File: config.mk
export PLATFORM = sky130hd
export DESIGN_NAME = ffa_ctrl
export DESIGN_NICKNAME = d
export VERILOG_FILES = /design/src/rtl/core/ffa_pkg.sv /design/src/rtl/core/ffa_ctrl.sv
export SDC_FILE = /design/constraint.sdc
export NUM_CORES = 1
export LEC_CHECK = 0
export ABC_AREA = 1
export BUFFER_PORTS_ARGS = -buffer_cell sky130_fd_sc_hd__buf_4
export CORE_MARGIN = 3
export CORE_UTILIZATION = 30
export CTS_BUF_LIST = sky130_fd_sc_hd__clkbuf_2
export DETAILED_ROUTE_END_ITERATION = 10
export PLACE_DENSITY = 0.53
export SYNTH_ARGS = -nofsm -noshare
export SYNTH_HDL_FRONTEND = slang
export SYNTH_SLANG_ARGS = --single-unit
File: constraint.sdc
create_clock -name clock -period 3.93 [get_ports clock]
set_clock_uncertainty 0.15 [all_clocks]
set_input_delay 0.9825 -clock clock [delete_from_list [all_inputs] [get_ports clock]]
set_output_delay 0.9825 -clock clock [all_outputs]
set_load 0.1 [all_outputs]
File: src/rtl/core/ffa_pkg.sv
// ============================================================================
// ffa_pkg - shared definitions for the first-fit block allocator
// Header layout, operation codes and the controller/datapath interface.
// ============================================================================
package ffa_pkg;

   // Pool geometry
   localparam int POOL_WORDS = 1024;
   localparam int ADDR_W     = $clog2(POOL_WORDS);
   localparam int SIZE_W     = 11;
   localparam int HDR_W      = SIZE_W + 1;
   localparam int CFG_W      = 11;
   localparam int REQ_W      = 14;
   localparam int BYTES_W    = 14;
   localparam int WORD_SHIFT = 3;

   // Walk arithmetic: wide enough for a header offset plus the largest size
   localparam int POS_W      = 12;

   // Header free mark position
   localparam int HDR_FREE   = HDR_W - 1;

   // Operation codes
   localparam logic [1:0] KIND_ALLOC = 2'd0;
   localparam logic [1:0] KIND_FREE  = 2'd1;
   localparam logic [1:0] KIND_QUERY = 2'd2;

   // Controller to datapath
   typedef struct packed {
      logic init_wr;   // rebuild the pool header at word zero
      logic start;     // latch the accepted item, issue first read
      logic walk;      // evaluate one header, issue next read
      logic split_wr;  // write the split-off free header
      logic mark_wr;   // write back the free mark
      logic load_rsp;  // move the result into the output register
   } ffa_cmd_type;

   // Datapath to controller
   typedef struct packed {
      logic free_ok;        // free address names a word inside the pool
      logic fit;            // current free run satisfies the allocation
      logic split_in_pool;  // split header lands inside the pool
      logic more;           // next header still inside the pool
   } ffa_stat_type;

endpackage

File: src/rtl/core/ffa_ctrl.sv
// ============================================================================
// ffa_ctrl - allocator controller
// Sequences init, header walks, split and free writes, and the result handoff.
// ============================================================================
module ffa_ctrl
   import ffa_pkg::*;
(
   input  logic         clock,
   input  logic         reset,
   input  logic         req_valid,
   output logic         req_stall,
   input  logic [1:0]   req_kind,
   output logic         rsp_valid,
   input  logic         rsp_stall,
   input  logic         csr_wr_en,
   input  ffa_stat_type stat,
   output ffa_cmd_type  cmd
);

   typedef enum logic [4:0] {
      S_IDLE  = 5'b00001,
      S_WALK  = 5'b00010,
      S_SPLIT = 5'b00100,
      S_MARK  = 5'b01000,
      S_DONE  = 5'b10000
   } state_type;

   state_type  state_ff, state_in;
   logic [1:0] op_ff, op_in;
   logic       init_pend_ff, init_pend_in;
   logic       rsp_valid_ff, rsp_valid_in;
   logic       accept;

   assign req_stall = (state_ff != S_IDLE) || init_pend_ff;
   assign accept    = req_valid && !req_stall;
   assign rsp_valid = rsp_valid_ff;

   always_comb begin
      state_in = state_ff;
      op_in    = op_ff;
      cmd      = '0;
      case (state_ff)
         S_IDLE: begin
            cmd.init_wr = init_pend_ff;
            if (accept) begin
               cmd.start = 1'b1;
               op_in     = req_kind;
               if (req_kind inside {KIND_ALLOC, KIND_QUERY}) begin
                  state_in = S_WALK;
               end else if ((req_kind == KIND_FREE) && stat.free_ok) begin
                  state_in = S_MARK;
               end else begin
                  state_in = S_DONE;
               end
            end
         end
         S_WALK: begin
            cmd.walk = 1'b1;
            if ((op_ff == KIND_ALLOC) && stat.fit) begin
               state_in = stat.split_in_pool ? S_SPLIT : S_DONE;
            end else if (!stat.more) begin
               state_in = S_DONE;
            end
         end
         S_SPLIT: begin
            cmd.split_wr = 1'b1;
            state_in     = S_DONE;
         end
         S_MARK: begin
            cmd.mark_wr = 1'b1;
            state_in    = S_DONE;
         end
         S_DONE: begin
            if (!rsp_valid_ff || !rsp_stall) begin
               cmd.load_rsp = 1'b1;
               state_in     = S_IDLE;
            end
         end
         default: begin
            state_in = S_IDLE;
         end
      endcase
   end

   always_comb begin
      init_pend_in = init_pend_ff;
      if (csr_wr_en) begin
         init_pend_in = 1'b1;
      end else if (cmd.init_wr) begin
         init_pend_in = 1'b0;
      end
   end

   always_comb begin
      if (cmd.load_rsp) begin
         rsp_valid_in = 1'b1;
      end else if (!rsp_stall) begin
         rsp_valid_in = 1'b0;
      end else begin
         rsp_valid_in = rsp_valid_ff;
      end
   end

   always_ff @(posedge clock) begin
      if (reset) begin
         state_ff     <= S_IDLE;
         op_ff        <= KIND_ALLOC;
         init_pend_ff <= 1'b1;
         rsp_valid_ff <= 1'b0;
      end else begin
         state_ff     <= state_in;
         op_ff        <= op_in;
         init_pend_ff <= init_pend_in;
         rsp_valid_ff <= rsp_valid_in;
      end
   end

endmodule

# Word-level counts from Yosys, hierarchy flattened
# Index checks and enable logic that the tools add are counted.
# word_totals
regBits,9
inputBits,11
output_inout_bits,8
wordCells,48
# op_classes
n_eq_ne,12
mux,17
n_reduce_logical,15
# op_table
op,n
5-bit two-way mux,7
5-bit one-hot mux with 4 select lines,1
1-bit two-way mux,8
"5-bit by 1-bit equality test with 1-bit output, second input constant",1
"5-bit by 2-bit equality test with 1-bit output, second input constant",1
"5-bit by 3-bit equality test with 1-bit output, second input constant",1
"5-bit by 4-bit equality test with 1-bit output, second input constant",1
"5-bit equality test, second input constant",1
"5-bit by 1-bit != test with 1-bit output, second input constant",1
2-bit logical NOT,2
"2-bit != test, second input constant",2
2-bit OR reduction,2
1-bit logical AND,3
1-bit logical NOT,3
"3-bit != test, second input constant",1
3-bit AND reduction,1
"2-bit by 1-bit equality test with 1-bit output, second input constant",1
"2-bit equality test, second input constant",1
1-bit logical OR,2
2-bit two-way mux,1
"2-bit by 1-bit != test with 1-bit output, second input constant",1
2-bit AND reduction,1
2-bit nonzero test,1

# Logic depth before layout (Yosys ltp)
# Gate-level depths: netlist of the first run.
# logic_depth
ltp_word,6
ltp_mapped,9
ltp_nobuf,9

# Least setup slack after synthesis of the first run
# Ideal clock, no wire load.
# synth_timing
kind,register -> output
from,register state_ff[0]
to,output cmd[1] (netlist bit)
arrival_ns,2.587
required_ns,2.798
slack_ns,0.210
path_stages_with_launch,6
path_buffers,0
cell_sequence,dfxtp_1 > inv_1 > nand2_1 > nor2_1 > inv_1 > nor3_1
# synth_lines
element,line,source
"start, declared",ffa_ctrl.sv:28,"state_type state_ff, state_in;"
"start signal, assigned",ffa_ctrl.sv:111,state_ff <= state_in;
"end, declared",ffa_ctrl.sv:17,output ffa_cmd_type cmd

==> flow_summary_export.csv, run 1 <==
group,metric,value,unit
outcome,status,"finished, final reports clean",
timing,fmax,355,MHz
floorplan,rows,14,
critical_path,cpMostUsedCell,"buf_4",
synth,yosysUniqueCellTypes,18,
critical_path,arrival,1.69,ns
timing,final-setup-viol-count,0,
clocking,numCtsBuffers,3,
critical_path,crit_fanout,4,
global_route,grt_overflow,0,
clocking,cts_root_buf,"clkbuf_2",
cells_and_area,antennaDiodeCount,0,
routing,drtAntennaViolNets,0,
floorplan,start_util,0.339,
critical_path,reg2reg_from,"state_ff[3]",
synth,synth-simple-area-share,0.454,
placement,globalplace.congestion,0.688,
critical_path,slowest_stage,"buf_4",
floorplan,fp.coreArea,1590,um2
power,pwr-share-clk,0.129,
timing,tightest_slew,0.264,ns
timing,fin_crit,2.82,ns
power,power_switching,254,uW
timing,hold_viol,0,
routing,drcViolationCount,0,
routing,avgViaCountPerCell,4.23,
synth,synth_top_family_by_area,"simple AND/OR/NAND/NOR gates",
hold_path,min-delay-start,"rsp_valid",
floorplan,dieArea,2350,um2
cells_and_area,drive_gt1_frac,0.333,
critical_path,crit_start,"req_valid",
synth,synthAdderAreaFrac,0,
clocking,path_clk_slew,0.10,ns
cells_and_area,nets,114,
clocking,ctsHoldBuffers,0,
routing,drt_iter0_drc,11,
routing,routed_wl,1.17,mm
cells_and_area,mostFrequentLayoutCell,"buf_4",
power,pwr-share-seq,0.264,
floorplan,die_w,48.4,um
power,switching_share,0.553,
synth,ys_ff_latch,9,
timing,maxSlewViolCount,0,
synth,synth_warnings,0,
timing,fin_tns_setup,0,ns
clocking,cts_resized,0,
synth,muxShareOfSynthArea,0,
floorplan,die_h,48.4,um
clocking,clock_sinks,9,
power,p_comb_frac,0.606,
synth,synth-xor-area-share,0,
hold_path,min_path_type,"flop to flop",
global_route,grt_pass1_vias,465,
routing,vias,533,
power,static-leakage-power,0.000385,uW
clocking,cts_setup_buffers,0,
synth,synth_nets,92,
timing,relSlewSlack,0.822,
critical_path,slowest_delay,0.33,ns
global_route,grt_pass1_wl,1.94,mm
synth,yosysSeqAreaShare,0.333,
clocking,clk_latency,0.24,ns
power,power_density,639,nW/um2
synth,netlist_area,541,um2
critical_path,startpoint_type,"primary input",
routing,dr.pass1.iters,4,
global_route,grt_start_max_net_pins,7,
synth,syn_area_per_cell,6.67,um2
critical_path,critPathCaptureType,"primary output",
critical_path,crit_chain,"buf_4 -> inv_1 -> nor3_4 -> buf_4",
synth,syn_inst,81,
global_route,grtUsageTotal,0.109,
critical_path,worstPathRequired,2.80,ns
synth,synth_compound_area_frac,0.0880,
power,power,459,uW
timing,rsz0062_at_grt,"false",
global_route,antenna_found_initial,0,
flow_run,cap_violations,0,
placement,io_buffer_count,18,
placement,hpwl,981,um
critical_path,path_class,"primary input to primary output",
power,internal_power,205,uW
clocking,cts_buffer_depth,2,
routing,routedWlPerCell,9.25,um
clocking,cts_tree,"built",
timing,finalCritPeriodShare,0.717,
critical_path,path_delay_family,"buffers and inverters",
clocking,h-tree-depth,1,
cells_and_area,final_cell_mix,"buf_4, inv_1, nor2_1",
power,ir_drop,0.000539,V
floorplan,top_level_ports,19,
critical_path,cp_num_buf_inv,3,
cells_and_area,area_growth,32.9,%
[power groups by stage]
stage               combinational (uW)  sequential [uW]  clock [uW]
finish                             278              121        59.4
global route                       302              123        69.1
CTS                                280              122        63.3
detailed placement                 278              124           0
global placement                   277              124           0
floorplan                          223              126           0
[synth_stat cells, drive strengths merged]
cell type | count | area [um2]
a21oi | 4 | 27.5
nand3b | 1 | 7.51
o21ai | 4 | 20.0
dfxtp | 9 | 180
nor3 | 4 | 31.3
nand3 | 5 | 30.0
inv | 16 | 60.1
buf | 1 | 7.51
nand4 | 2 | 12.5
nor4 | 1 | 6.26
nor2 | 20 | 95.1
nand2 | 14 | 62.6
[flip-flops by register name, indices dropped and copies added (netlist names)]
name	flops
state_ff	5
op_ff	2
init_pend_ff	1
rsp_valid	1
[worst paths after layout]
kind | slack (ns) | to | depth (start not counted)
hold reg to reg | 0.33 | rsp_valid | 2
setup / recovery | 1.11 | cmd[4] | 4
setup reg to reg | 2.50 | state_ff[4] | 9
hold / removal | 0.33 | rsp_valid | 2
[stage by stage]
stage	area, um2	hold WS (ns)	cells	util	setup WS [ns]
finish	718	0.328	126	0.451	1.11
global route	718	0.382	126	0.451	1.09
floorplan	541	0.306	81	-	0.210
detailed placement	698	0.320	122	0.438	1.11
global placement	698	0.324	122	0.438	1.12
CTS	718	0.335	126	0.451	1.11
[cells by family (layout without fill, tap and decap cells)]
kind of cell	count (synthesis)	in the layout
and+or+nand+nor	47	47
AOI/OAI and AO/OA	8	8
buffers and inverters	17	38
DFF	9	9
[worst min-delay path: cells and delay by family (launching register included)]
kind	cells	cell delay, ns
flip-flops	1	0.32
AO/OA/AOI/OAI	1	0.06
AND/OR/NAND/NOR	1	0.07
[metal layers]
metal  wire [um]  vias up  global-route usage
met5           0        -                   0
met4          14        0              0.0711
met3          52        2              0.0307
met2         532       10               0.165
met1         566      226               0.136
li1            -      295                   -
[cell type report]
type | instances | area [um2]
sequential | 9 | 180
clock buffer | 4 | 20.0
inverter | 16 | 60.1
tap | 24 | 30.0
fill | 178 | 876
timing repair buffer | 18 | 135
multi-input combinational | 55 | 293
No activity file was read; power rests on OpenSTA's default activity.
==> run 2, diff against run 1 <==
==> constraint.sdc (replaced) <==
create_clock -name clock -period 2.8 [get_ports clock]
set_clock_uncertainty 0.15 [all_clocks]
set_input_delay 0.7 -clock clock [delete_from_list [all_inputs] [get_ports clock]]
set_output_delay 0.7 -clock clock [all_outputs]
set_load 0.1 [all_outputs]
==> flow_summary_export.csv, run 2 (synthesized netlist as in run 1, its figures left out) <==
group,metric,value,unit
outcome,status,"finished, final reports clean",
global_route,antenna_found_initial,0,
cells_and_area,final_cells,126,
global_route,grt_overflow,0,
clocking,cts_resized,0,
clocking,h-tree-depth,1,
routing,vias,547,
critical_path,startpoint_type,"flop",
floorplan,top_level_ports,19,
placement,globalplace.congestion,0.691,
cells_and_area,fillers,180,
floorplan,rows,14,
hold_path,min_path_type,"flop to flop",
clocking,clk_latency,0.25,ns
clocking,cts_root_buf,"clkbuf_2",
timing,final-setup-viol-count,0,
timing,fin_crit,2.36,ns
critical_path,path_class,"flop to primary output",
timing,maxSlewViolCount,0,
placement,hpwl,1.00,mm
routing,drcViolationCount,0,
routing,routed_wl,1.18,mm
cells_and_area,drive_gt1_frac,0.343,
routing,avgViaCountPerCell,4.34,
timing,fmax,423,MHz
cells_and_area,area_growth,33.8,%
floorplan,fp.coreArea,1590,um2
timing,tightest_slew,0.283,ns
routing,dr.pass1.iters,4,
critical_path,arrival,1.51,ns
cells_and_area,fin_util,0.454,
critical_path,reg2reg_depth,9,
clocking,cts_tree,"built",
power,static-leakage-power,0.000385,uW
critical_path,crit_fanout,6,
hold_path,whs_path_depth,2,
clocking,cts_buffer_depth,2,
routing,drtAntennaViolNets,0,
global_route,grt_start_max_net_pins,7,
critical_path,rrSetupSlack,1.36,ns
routing,routedWlPerCell,9.33,um
cells_and_area,mostFrequentLayoutCell,"buf_4",
clocking,clock_sinks,9,
floorplan,die_h,48.4,um
placement,io_buffer_count,18,
cells_and_area,largest_reg_flops,5,
cells_and_area,nets,114,
timing,hold_viol,0,
global_route,grtUsageTotal,0.114,
power,power_density,891,nW/um2
clocking,path_clk_slew,0.09,ns
timing,fin_tns_setup,0,ns
critical_path,slowest_delay,0.37,ns
routing,drt_iter0_drc,4,
critical_path,critPathCaptureType,"primary output",
timing,relSlewSlack,0.810,
placement,dp.cells,122,
critical_path,crit_chain,"nor2_4 -> nand3_2 -> nor3_4 -> buf_4",
floorplan,dieArea,2350,um2
floorplan,start_util,0.339,
power,ir_drop,0.000772,V
global_route,grt_pass1_wl,2.06,mm
global_route,grt_pass1_vias,507,
critical_path,worstPathRequired,1.95,ns
flow_run,cap_violations,0,
timing,rsz0062_at_grt,"false",
clocking,numCtsBuffers,3,
cells_and_area,final_cell_mix,"buf_4, inv_1, nor2_1",
floorplan,die_w,48.4,um
cells_and_area,top_regs,"state_ff (5), op_ff (2)",
clocking,cts_setup_buffers,0,
timing,finalCritPeriodShare,0.844,
clocking,ctsHoldBuffers,0,
critical_path,slowest_stage,"dfxtp_1",
cells_and_area,largest-register,"state_ff",
cells_and_area,antennaDiodeCount,0,
## run 2: changes by cell type in the layout (fill, tap and decap cells not counted)
| cell | delta |
|---|---|
| nor3_1 | -1 |
| nor3_2 | +1 |
## run 2: per-layer routing
layer	wire length [um]	share of wire	track usage	vias to the layer above
met5	0	0	0	-
met4	23	0.020	0.0711	0
met3	75	0.064	0.0399	4
met2	533	0.45	0.177	14
met1	544	0.46	0.134	232
li1	-	-	-	297
## run 2: area by class of cell
type | instances | area [um2] | area share
Sequential cell | 9 | 180 | 0.249
Multi-Input combinational cell | 55 | 298 | 0.412
Tap cell | 24 | 30.0 | 0.0415
Timing Repair Buffer | 18 | 135 | 0.187
Inverter | 16 | 60.1 | 0.0830
Clock buffer | 4 | 20.0 | 0.0277
## run 2: per-stage QoR
step / cell area (um2) / worst slack, ns / power [uW] / hold WS [ns]
final: 723 / 0.437 / 645 / 0.327
after global routing: 723 / 0.316 / 692 / 0.368
after CTS: 723 / 0.421 / 652 / 0.335
after detailed placement: 703 / 0.539 / 565 / 0.321
after global placement: 703 / 0.553 / 564 / 0.323
after floorplan: 546 / 0.0429 / 491 / 0.306
## run 2: worst paths after layout
kind	from	end
min	rsp_valid	rsp_valid
max	state_ff[2]	cmd[4]
max reg2reg	state_ff[3]	state_ff[4]
min reg2reg	rsp_valid	rsp_valid
## run 2: critical path: cells and delay by family, from the launching register on
kind,cells,cell delay (ns)
DFF,1,0.37
and+or+nand+nor,3,0.57
buffers and inverters,1,0.33
## run 2: where the power goes
part / switching (uW) / total (uW) / internal (uW)
registers: 18.6 / 170 / 151
clock network: 45.6 / 83.6 / 38.0
logic: 293 / 391 / 98.7
